## config.mk

```make
export PLATFORM = sky130hd
export DESIGN_NAME = mpeg_audio_frame_sync_top
export DESIGN_NICKNAME = d
export VERILOG_FILES = /design/src/rtl/mafs_pkg.sv /design/src/rtl/mafs_hdr_dec.sv /design/src/rtl/mafs_div.sv /design/src/rtl/mpeg_audio_frame_sync_top.sv
export SDC_FILE = /design/constraint.sdc
export NUM_CORES = 1
export LEC_CHECK = 0
export BUFFER_PORTS_ARGS = -buffer_cell sky130_fd_sc_hd__buf_2
export CAP_MARGIN = 20
export CORE_ASPECT_RATIO = 0.7
export CORE_UTILIZATION = 53
export CTS_BUF_LIST = sky130_fd_sc_hd__clkbuf_8 sky130_fd_sc_hd__clkbuf_16
export CTS_CLUSTER_DIAMETER = 30
export DETAILED_ROUTE_END_ITERATION = 8
export PLACE_DENSITY_LB_ADDON = 0.05
export SLEW_MARGIN = 0
export SYNTH_ARGS = -nofsm -noshare
export SYNTH_HDL_FRONTEND = slang
export SYNTH_SLANG_ARGS = --single-unit
```

## constraint.sdc

```tcl
create_clock -name i_clk -period 5.2 [get_ports i_clk]
set_clock_uncertainty 0.05 [all_clocks]
set_input_delay 0.26 -clock i_clk [delete_from_list [all_inputs] [get_ports i_clk]]
set_output_delay 0.26 -clock i_clk [all_outputs]
set_load 0.005 [all_outputs]
```

## src/rtl/mafs_pkg.sv

```systemverilog
// Package: shared widths, header decode record and stream constants for the frame sync block.
package mafs_pkg;

    localparam int LENGTH_BITS = 11;
    localparam int BYTE_W      = 8;
    localparam int BR_W        = 19;
    localparam int SR_W        = 16;
    localparam int BASE_W      = 8;
    localparam int PAD_W       = 3;
    localparam int PROD_W      = BASE_W + BR_W;
    localparam int CNT_W       = $clog2(PROD_W + 1);
    localparam int OUT_LEN_W   = 11;
    localparam int S_DATA_W    = 8;
    localparam int M_DATA_W    = 64;
    localparam int M_USER_W    = 2;

    localparam logic [BYTE_W-1:0] SYNC_BYTE = 8'hFF;
    localparam logic [BYTE_W-1:0] SYNC_MASK = 8'hE0;

    typedef struct packed {
        logic              ok;
        logic [BR_W-1:0]   bit_rate;
        logic [SR_W-1:0]   freq_hz;
        logic [BASE_W-1:0] base;
        logic [PAD_W-1:0]  pad_slot;
        logic              is_mpeg2;
        logic [1:0]        layer_code;
    } t_hdr;

endpackage

```

## src/rtl/mafs_hdr_dec.sv

```systemverilog
// Header decoder: sync check and the bitrate, sample-rate and base tables.
module mafs_hdr_dec (
    input  logic [mafs_pkg::BYTE_W-1:0] i_b0,
    input  logic [mafs_pkg::BYTE_W-1:0] i_b1,
    input  logic [mafs_pkg::BYTE_W-1:0] i_b2,
    output mafs_pkg::t_hdr              o_hdr
);
    import mafs_pkg::*;

    logic [1:0]        ver;
    logic [1:0]        layer;
    logic [3:0]        brc;
    logic [1:0]        src;
    logic              pad;
    logic              sync;
    logic [BR_W-1:0]   br;
    logic [SR_W-1:0]   sr;
    logic [BASE_W-1:0] base;

    assign ver   = i_b1[4:3];
    assign layer = i_b1[2:1];
    assign brc   = i_b2[7:4];
    assign src   = i_b2[3:2];
    assign pad   = i_b2[1];
    assign sync  = (i_b0 == SYNC_BYTE) && ((i_b1 & SYNC_MASK) == SYNC_MASK);

    always_comb begin
        unique case ({brc, ver, layer})
            8'h1F, 8'h1E, 8'h1D, 8'h1B: br = 19'd32000;
            8'h6F, 8'hAE, 8'hBD, 8'hCB: br = 19'd192000;
            8'hAF, 8'hDE, 8'hED:        br = 19'd320000;
            default:                    br = '0;
        endcase
    end

    always_comb begin
        unique case ({src, ver})
            4'h3:    sr = 16'd44100;
            4'h7:    sr = 16'd48000;
            4'hB:    sr = 16'd32000;
            4'h2:    sr = 16'd22050;
            4'h6:    sr = 16'd24000;
            4'hA:    sr = 16'd16000;
            default: sr = '0;
        endcase
    end

    always_comb begin
        priority if (layer == 2'd3 && (ver == 2'd3 || ver == 2'd2)) begin
            base = 8'd48;
        end else if (ver == 2'd3 && (layer == 2'd2 || layer == 2'd1)) begin
            base = 8'd144;
        end else begin
            base = '0;
        end
    end

    always_comb begin
        o_hdr.ok          = sync && (br != '0) && (sr != '0) && (base != '0);
        o_hdr.bit_rate    = br;
        o_hdr.freq_hz     = sr;
        o_hdr.base        = base;
        o_hdr.pad_slot    = pad ? ((layer == 2'd3) ? 3'd4 : 3'd1) : 3'd0;
        o_hdr.is_mpeg2    = (ver == 2'd2);
        o_hdr.layer_code  = layer;
    end

endmodule

```

## src/rtl/mafs_div.sv

```systemverilog
// Restoring divider: one quotient bit per cycle over the product width.
module mafs_div (
    input  logic                        i_clk,
    input  logic                        i_rst_n,
    input  logic                        i_start,
    input  logic [mafs_pkg::PROD_W-1:0] i_dividend,
    input  logic [mafs_pkg::SR_W-1:0]   i_divisor,
    output logic                        o_done,
    output logic [mafs_pkg::PROD_W-1:0] o_quotient
);
    import mafs_pkg::*;

    logic              r_busy;
    logic              r_done;
    logic [CNT_W-1:0]  r_cnt;
    logic [PROD_W-1:0] r_dvd;
    logic [SR_W-1:0]   r_rem;
    logic [SR_W-1:0]   r_dvs;
    logic [SR_W:0]     n_rem_sh;
    logic              n_ge;

    assign n_rem_sh = {r_rem, r_dvd[PROD_W-1]};
    assign n_ge     = (n_rem_sh >= {1'b0, r_dvs});

    always_ff @(posedge i_clk) begin
        if (!i_rst_n) begin
            r_busy <= 1'b0;
            r_done <= 1'b0;
            r_cnt  <= '0;
        end else begin
            r_done <= 1'b0;
            if (i_start) begin
                r_busy <= 1'b1;
                r_cnt  <= CNT_W'(PROD_W);
                r_dvd  <= i_dividend;
                r_rem  <= '0;
                r_dvs  <= i_divisor;
            end else if (r_busy) begin
                r_dvd <= {r_dvd[PROD_W-2:0], n_ge};
                r_rem <= n_ge ? SR_W'(n_rem_sh - {1'b0, r_dvs}) : n_rem_sh[SR_W-1:0];
                r_cnt <= r_cnt - 1'b1;
                if (r_cnt == CNT_W'(1)) begin
                    r_busy <= 1'b0;
                    r_done <= 1'b1;
                end
            end
        end
    end

    assign o_done     = r_done;
    assign o_quotient = r_dvd;

endmodule

```

## src/rtl/mpeg_audio_frame_sync_top.sv

```systemverilog
// Top level: byte window, header sequencer, frame pass-through and output register.
//
//  channel | dir | handshake          | payload
//  --------+-----+--------------------+----------------------------------------------
//  s_      | in  | s_tvalid/s_tready  | s_tdata[7:0] in_byte
//  m_      | out | m_tvalid/m_tready  | m_tdata, m_tlast = frame_last, m_tuser flags
//
// A byte that is stored, dropped or passed through is handled in the cycle that it is accepted.
// An accepted header goes through S_START, S_DIV with the 27-step divider, and S_EMIT for its four bytes.
// Reset is synchronous and clears control state; there is no clearing pass.
// While the output register is full and m_tready is low, no request is taken.
module mpeg_audio_frame_sync_top (
    input  logic                          i_clk,
    input  logic                          i_rst_n,
    input  logic                          s_tvalid,
    output logic                          s_tready,
    // [7:0] in_byte
    input  logic [mafs_pkg::S_DATA_W-1:0] s_tdata,
    output logic                          m_tvalid,
    input  logic                          m_tready,
    // [7:0] out_byte, [18:8] frame_length, [37:19] bit_rate, [53:38] freq_hz,
    // [54] is_mpeg2, [56:55] layer_code, [63:57] zero
    output logic [mafs_pkg::M_DATA_W-1:0] m_tdata,
    output logic                          m_tlast,
    // [0] frame_first, [1] burst_last
    output logic [mafs_pkg::M_USER_W-1:0] m_tuser
);
    import mafs_pkg::*;

    typedef enum logic [2:0] {
        S_IDLE,
        S_START,
        S_DIV,
        S_EMIT
    } t_state;

    t_state                 r_state;
    logic [BYTE_W-1:0]      r_win [0:2];
    logic [BYTE_W-1:0]      r_b3;
    logic [1:0]             r_fill;
    logic                   r_in_frame;
    logic [LENGTH_BITS-1:0] r_left;
    logic [1:0]             r_k;
    logic [PROD_W-1:0]      r_prod;
    logic [PAD_W-1:0]       r_pad;
    logic [LENGTH_BITS-1:0] r_len;
    logic [BR_W-1:0]        r_br;
    logic [SR_W-1:0]        r_sr;
    logic                   r_mp2;
    logic [1:0]             r_layer;

    logic                   r_m_valid;
    logic [BYTE_W-1:0]      r_o_byte;
    logic                   r_o_first;
    logic                   r_o_last;
    logic                   r_o_burst;
    logic [LENGTH_BITS-1:0] r_o_len;
    logic [BR_W-1:0]        r_o_br;
    logic [SR_W-1:0]        r_o_sr;
    logic                   r_o_mp2;
    logic [1:0]             r_o_layer;

    t_hdr                   hdr;
    logic                   div_done;
    logic [PROD_W-1:0]      div_q;
    logic                   slot_free;
    logic                   s_acc;
    logic                   out_load;
    logic [PROD_W:0]        n_sum;
    logic [LENGTH_BITS-1:0] n_len;
    logic [LENGTH_BITS-1:0] n_left;
    logic [LENGTH_BITS-1:0] n_dec;
    logic [BYTE_W-1:0]      n_hb;

    mafs_hdr_dec u_dec (
        .i_b0  (r_win[0]),
        .i_b1  (r_win[1]),
        .i_b2  (r_win[2]),
        .o_hdr (hdr)
    );

    mafs_div u_div (
        .i_clk      (i_clk),
        .i_rst_n    (i_rst_n),
        .i_start    (r_state == S_START),
        .i_dividend (r_prod),
        .i_divisor  (r_sr),
        .o_done     (div_done),
        .o_quotient (div_q)
    );

    assign slot_free = !r_m_valid || m_tready;
    assign s_tready  = (r_state == S_IDLE) && slot_free;
    assign s_acc     = s_tvalid && s_tready;
    assign out_load  = ((r_state == S_IDLE) && s_acc && r_in_frame) ||
                       ((r_state == S_EMIT) && slot_free);

    assign n_sum  = {1'b0, div_q} + (PROD_W + 1)'(r_pad);
    assign n_len  = (n_sum > (PROD_W + 1)'({LENGTH_BITS{1'b1}})) ? '1 : n_sum[LENGTH_BITS-1:0];
    assign n_left = (n_len >= LENGTH_BITS'(4)) ? (n_len - LENGTH_BITS'(4)) : '0;
    assign n_dec  = r_left - 1'b1;

    always_comb begin
        unique case (r_k)
            2'd0:    n_hb = r_win[0];
            2'd1:    n_hb = r_win[1];
            2'd2:    n_hb = r_win[2];
            default: n_hb = r_b3;
        endcase
    end

    always_ff @(posedge i_clk) begin
        if (!i_rst_n) begin
            r_state    <= S_IDLE;
            r_fill     <= '0;
            r_in_frame <= 1'b0;
            r_left     <= '0;
            r_k        <= '0;
            r_m_valid  <= 1'b0;
            r_len      <= '0;
            r_br       <= '0;
            r_sr       <= '0;
            r_mp2      <= 1'b0;
            r_layer    <= '0;
        end else begin
            if (out_load) begin
                r_m_valid <= 1'b1;
            end else if (m_tready) begin
                r_m_valid <= 1'b0;
            end
            unique case (r_state)
                S_IDLE: begin
                    if (s_acc) begin
                        if (r_in_frame) begin
                            r_left    <= n_dec;
                            r_o_byte  <= s_tdata;
                            r_o_first <= 1'b0;
                            r_o_last  <= (n_dec == '0);
                            r_o_burst <= 1'b1;
                            r_o_len   <= r_len;
                            r_o_br    <= r_br;
                            r_o_sr    <= r_sr;
                            r_o_mp2   <= r_mp2;
                            r_o_layer <= r_layer;
                            if (n_dec == '0) begin
                                r_in_frame <= 1'b0;
                                r_fill     <= '0;
                            end
                        end else if (r_fill != 2'd3) begin
                            r_win[r_fill] <= s_tdata;
                            r_fill        <= r_fill + 1'b1;
                        end else if (hdr.ok) begin
                            r_b3    <= s_tdata;
                            r_prod  <= PROD_W'(hdr.base) * PROD_W'(hdr.bit_rate);
                            r_pad   <= hdr.pad_slot;
                            r_br    <= hdr.bit_rate;
                            r_sr    <= hdr.freq_hz;
                            r_mp2   <= hdr.is_mpeg2;
                            r_layer <= hdr.layer_code;
                            r_fill  <= '0;
                            r_state <= S_START;
                        end else begin
                            r_win[0] <= r_win[1];
                            r_win[1] <= r_win[2];
                            r_win[2] <= s_tdata;
                        end
                    end
                end
                S_START: begin
                    r_state <= S_DIV;
                end
                S_DIV: begin
                    if (div_done) begin
                        r_len   <= n_len;
                        r_left  <= n_left;
                        r_k     <= '0;
                        r_state <= S_EMIT;
                    end
                end
                S_EMIT: begin
                    if (slot_free) begin
                        r_o_byte  <= n_hb;
                        r_o_first <= (r_k == 2'd0);
                        r_o_last  <= (r_k == 2'd3) && (r_left == '0);
                        r_o_burst <= (r_k == 2'd3);
                        r_o_len   <= r_len;
                        r_o_br    <= r_br;
                        r_o_sr    <= r_sr;
                        r_o_mp2   <= r_mp2;
                        r_o_layer <= r_layer;
                        r_k       <= r_k + 1'b1;
                        if (r_k == 2'd3) begin
                            r_in_frame <= (r_left != '0);
                            r_state    <= S_IDLE;
                        end
                    end
                end
                default: begin
                    r_state <= S_IDLE;
                end
            endcase
        end
    end

    assign m_tvalid = r_m_valid;
    assign m_tlast  = r_o_last;
    assign m_tuser  = {r_o_burst, r_o_first};
    assign m_tdata  = {7'b0, r_o_layer, r_o_mp2, r_o_sr, r_o_br,
                       r_o_len[OUT_LEN_W-1:0], r_o_byte};

`ifndef SYNTHESIS
    a_frame_has_bytes: assert property (@(posedge i_clk) disable iff (!i_rst_n)
        (r_state == S_IDLE && r_in_frame) |-> (r_left != '0))
        else $error("in frame with no bytes left");
    a_emit_hunting: assert property (@(posedge i_clk) disable iff (!i_rst_n)
        (r_state != S_IDLE) |-> !r_in_frame)
        else $error("header sequence runs during a frame");
    a_first_is_sync: assert property (@(posedge i_clk) disable iff (!i_rst_n)
        (m_tvalid && m_tuser[0]) |-> (m_tdata[7:0] == SYNC_BYTE && !m_tlast))
        else $error("frame start byte is not a sync byte");
`endif

endmodule
```

; ---- Word-level counts from Yosys, hierarchy flattened
; Memory sizes are Yosys's and may differ from the RTL's.
; Index checks and enable logic that the tools add are counted.
[totals]
word_cells = 232
output_inout_bits = 69
ff_bits = 233
n_memories = 1
mem_bits_rw = 24
[classes]
n_mux = 97
n_addsub = 7
n_reduce_logical = 48
bitwise_logic = 4
n_eq_ne = 41
order_cmp = 3
n_mul = 1
[mem_list]
columns = name, words, word_bits, read_ports, rd_clocked_by_memory_dff, write_ports, line
row1 = r_win, 3, 8, 3, 0, 3, mpeg_audio_frame_sync_top.sv:38  ; logic [BYTE_W-1:0] r_win [0:2];
[ops]
columns = op, n
row1 = 16-bit case mux with 6 select lines, 1
row2 = 11-bit two-way mux, 8
row3 = 16-bit two-way mux, 5
row4 = 19-bit two-way mux, 3
row5 = 19-bit case mux with 3 select lines, 1
row6 = "8-bit equality test, second input constant", 7
row7 = 27-bit two-way mux, 2
row8 = 8-bit two-way mux, 6
row9 = 11-bit case mux with 2 select lines, 2
row10 = 19-bit case mux with 2 select lines, 1
row11 = 1-bit two-way mux, 37
row12 = "8-bit by 5-bit equality test with 1-bit output, second input constant", 4
row13 = 16-bit case mux with 2 select lines, 1
row14 = 27-bit by 3-bit adder with 28-bit output, 1
row15 = "28-bit by 11-bit > comparator with 1-bit output, second input constant", 1
row16 = 8-bit by 19-bit multiplier with 27-bit output, 1
row17 = 3-bit two-way mux, 8
row18 = 8-bit case mux with 3 select lines, 1
row19 = 11-bit logical NOT, 2
row20 = 2-bit two-way mux, 10
row21 = 19-bit nonzero test, 1
row22 = 17-bit by 16-bit greater-or-equal comparator with 1-bit output, 1
row23 = 8-bit case mux with 2 select lines, 1
row24 = 16-bit nonzero test, 1
row25 = 42 further kinds, 95

; ---- Depth between registers and ports, before layout
; An unclocked memory read counts as a cell.
[logic_depth]
depth_word = 17
ltp_mapped = 23

; ---- Modules after synthesis
; From an unflattened synthesis, not the netlist that was laid out.
[hier_totals]
hier_cells = 1692
hier_area_um2 = 17265.3
[by_module_without_submodules]
columns = module, area_each_um2, cells_each, n_inst
row1 = mpeg_audio_frame_sync_top, 12957.4, 1284, 1
row2 = mafs_div, 3617.2, 309, 1
row3 = mafs_hdr_dec, 690.7, 99, 1

; ---- Worst setup path after synthesis
; OpenSTA, ideal clock, no wires.
[synth_timing]
path_kind = register to register
from = memory r_win[1][1]
to = register r_prod[26] (data pin)
setup_ns = 0.258
stages_incl_launch_ff = 23
t_arrival_ns = 4.717
t_required_ns = 4.892
synth_period_minus_slack_ns = 5.025
setup_slack_ns = 0.175
path_cell_list = edfxtp_1 > ha_1 > nand2_1 > nor3b_1 > a21oi_1 > clkbuf_1 > o21ai_0 > ha_1 > inv_1 > fa_1 > inv_1 > ha_1 > ha_1 > ha_1 > fa_1 > a21o_1 > a21oi_1 > o21bai_1 > a21oi_1 > o21ai_0 > a21o_1 > a21oi_1 > xnor2_1
[synth_lines]
columns = item, line
row1 = from (decl), mpeg_audio_frame_sync_top.sv:38
row2 = to (signal assigned), mpeg_audio_frame_sync_top.sv:154  ; r_prod <= PROD_W'(hdr.base) * PROD_W'(hdr.bit_rate);
row3 = to (decl), mpeg_audio_frame_sync_top.sv:44  ; logic [PROD_W-1:0] r_prod;

==> flow_metrics.tcl <==
set metrics [dict create \
    status "completed" \
    ys_warn_count 0 \
    synth_edf_count 147 \
    finalCritPeriodShare_pct 96.4 \
    ios 81 \
    drt_iter0_drc 668 \
    cts_tree "done" \
    p_clk_share_pct 55.4 \
    synthCells 1066 \
    startpoint_type "register" \
    grt_pass1_vias 7510 \
    crit_path_end_kind "register" \
    drive_gt1_share_pct 18.7 \
    p_int_mw 3.23 \
    final_cells 1439 \
    netlist_area_um2 11500 \
    synth_top_cell_area_share_pct 38.5 \
    cts_buffer_depth 3 \
    p_sw_uw 861 \
    grt_pass1_wl_um 39800 \
    crit_end "r_prod[26]" \
    cp_data_arrival_time_ps 5200 \
    ir_drop_mv 0.226 \
    ys_async_sr_fraction_pct 0 \
    seqPwrFrac_pct 42.8 \
    path_common_cell "ha_1" \
    place.gp.congestion 0.883 \
    grt_usage_pct 22.7 \
    hold_viol_final 0 \
    switching_share_pct 21.0 \
    drv_slew 0 \
    h-tree-depth 2 \
    diodes 0 \
    clock-root-buffer "clkbuf_16" \
    vias 8190 \
    first_pass_iters 7 \
    die_w_um 178 \
    cts_inserted_buffers 34 \
    drv_cap 0 \
    antenna_found_initial 0 \
    nets 1238 \
    gr-total-overflow 0 \
    crit_fanout 6 \
    viasPerCell 5.69 \
    p_comb_share_pct 1.7 \
    dpl.cell_count 1363 \
    path_class "register to register" \
    initial_core_util_pct 54.6 \
    r2r_slack_ps 190 \
    syn_to_final_growth_pct 16.2 \
    cp_cell_sequence "nor4b_1 > o211ai_1 > nor2_2 > ha_1 > inv_1 > fa_1 > inv_1 > ha_1 > ha_1 > ha_1 > fa_1 > a21o_1 > a21oi_2 > o21bai_1 > a21oi_2 > o21ai_1 > a21o_1 > a21oi_1 > xnor2_1" \
    wl_um 25000 \
    required_ps 5380 \
    reg2reg_depth 19 \
    cts.sinks 205 \
    netlist_top_cells_area "edfxtp_1 (39%), dfxtp_1 (10%), ha_1 (9.1%)" \
    portBuffers 61 \
    power_mw 4.09 \
    grt_max_degree 49 \
    die_y_um 125 \
    num-fill-cells 1707 \
    relSlewSlack_pct 37.3 \
    p_per_area_nw_per_um2 307 \
    die_area_um2 22200 \
    synth_common_cells "edfxtp_1 (147), ha_1 (83), nand2_1 (78)" \
    power.leakage_nw 5.20 \
    post-synth-top-area-cell "edfxtp_1" \
    core_area_um2 21000 \
    startpoint "r_win[2][7]" \
    synth_cell_types 75 \
    syn_avg_cell_area_um2 10.8 \
    worst_pin_slew_ps 939 \
    worst-path-stages 19 \
    critPathSlowestCell "nor4b_1" \
    seq_area_um2 5580 \
    crit_path_max_incr_delay_ps 510 \
    critPathBufInv 2 \
    min_path_type "primary input to register" \
    max_freq_mhz 199 \
    detailed_place_hpwl_um 17500 \
    synth_seq_cells 205 \
    synth.most_common_cell "edfxtp_1" \
    synth-seq-area-share_pct 48.6 \
    drc 0 \
    r2r-start "r_win[2][7]" \
    multi_input_area_um2 5400 \
    reg2reg_to "r_prod[26]" \
    place_ws_ps -9.42 \
    clk_latency_ps 500 \
    setup_viol 0 \
    path_delay_family "adder cells" \
    fin_crit_ps 5010 \
    ant_nets 0 \
    wl_per_cell_um 17.4 \
    clkTransAtPathRegs_ps 60 \
    synth_top_flop_cell "edfxtp_1" \
    rows 44 \
    layout_setup_ws_ps 186 \
]
## layout make-up
cell class	instances	area share, %
clock buffer	37	6.95
clock inverter	25	1.92
inverter	61	1.72
multi-input combinational	742	40.6
sequential	205	41.9
tap	276	2.59
timing repair buffer	93	4.34
## state kept, by name (all words and copies together), names as in the netlist, 8 cells and up
signal	count
u_div.o_quotient	27
r_win	24
u_div.r_rem	16
r_prod	15
r_o_sr	12
r_sr	12
u_div.r_dvs	12
r_left	11
r_len	11
r_o_len	11
r_b3	8
r_o_byte	8
## metal layers
| layer | part of all wire [%] | GRT usage, % | vias up |
|---|---|---|---|
| met4 | 1.9 | 6.39 | 0 |
| met1 | 51 | 35.0 | 3919 |
| met3 | 5.1 | 4.17 | 36 |
| met5 | 0 | 0 | - |
| met2 | 42 | 32.2 | 208 |
| li1 | - | - | 4027 |
## stage by stage
step	hold slack, ps	utilization, %	TNS, ps	area (um^2)
finish	243	63.5	0	13300
CTS	222	62.8	0	13200
global route	237	63.5	-53.4	13300
global placement	366	56.8	0	11900
detailed placement	367	56.8	-9.42	11900
floorplan	309	-	0	11500
## worst min-delay path by stage
stage	from	to	slack [ps]	cells after the start
2_1_floorplan	s_tdata[0]	r_b3[0]	310	0
3_3_place_gp	r_len[3]	r_o_len[3]	370	0
3_5_place_dp	r_len[6]	r_o_len[6]	370	0
4_1_cts	s_tvalid	r_in_frame	220	6
5_1_grt	m_tready	m_tvalid	240	3
6_report	s_tvalid	r_in_frame	240	6
## power groups by stage
stage | sequential (mW) | combinational (mW) | clock (mW)
floorplan | 1.78 | 0.0537 | 0
global placement | 1.79 | 0.0626 | 0
detailed placement | 1.79 | 0.0630 | 0
CTS | 1.75 | 0.0682 | 2.31
global route | 1.75 | 0.0786 | 2.38
finish | 1.75 | 0.0704 | 2.27
## cells in the final DEF, fill, tap and decap left out, types with 7 or more instances in the layout
master and count:
nor3_1 24, conb_1 19, o211ai_1 7, a21boi_0 21, nand4_1 13, nor2_1 69
and2_1 15, nor4_1 9, dfxtp_1 58, xor2_1 18, buf_4 23, o21ai_0 55
dlygate4sd3_1 8, nand3_1 24, inv_1 63, mux2i_1 11, nand2b_1 12, ha_1 78
buf_2 61, edfxtp_1 147, clkbuf_16 37, nor2b_1 25, xnor2_1 26, mux2_2 40
a222oi_1 8, a21oi_1 36, a21o_1 12, o22ai_1 7, nand2_1 78
## tightest hold or removal path, stage by stage
cell	delay (ps)
buf_2	110
nand2_1	80
a21oi_1	80
o21ai_0	70
a21oi_1	70
nor2b_1	90
## kinds of logic after synthesis
family / synth area share (%)
compound gates: 12.5
xor+xnor: 3.36
fa+ha+maj: 10.1
buf+inv: 5.62
flops: 48.6
mux: 4.99
other cells: 0.0327
simple gates: 14.7
## what timing repair did
item	4_1_cts	5_1_grt
resized for setup	1	19
buffers inserted	0	5
hold buffers	8	0
endpoints found under the setup margin	1	3
pin swaps	0	3
hold endpoints to repair	16	0
(Power assumes the default switching activity.)
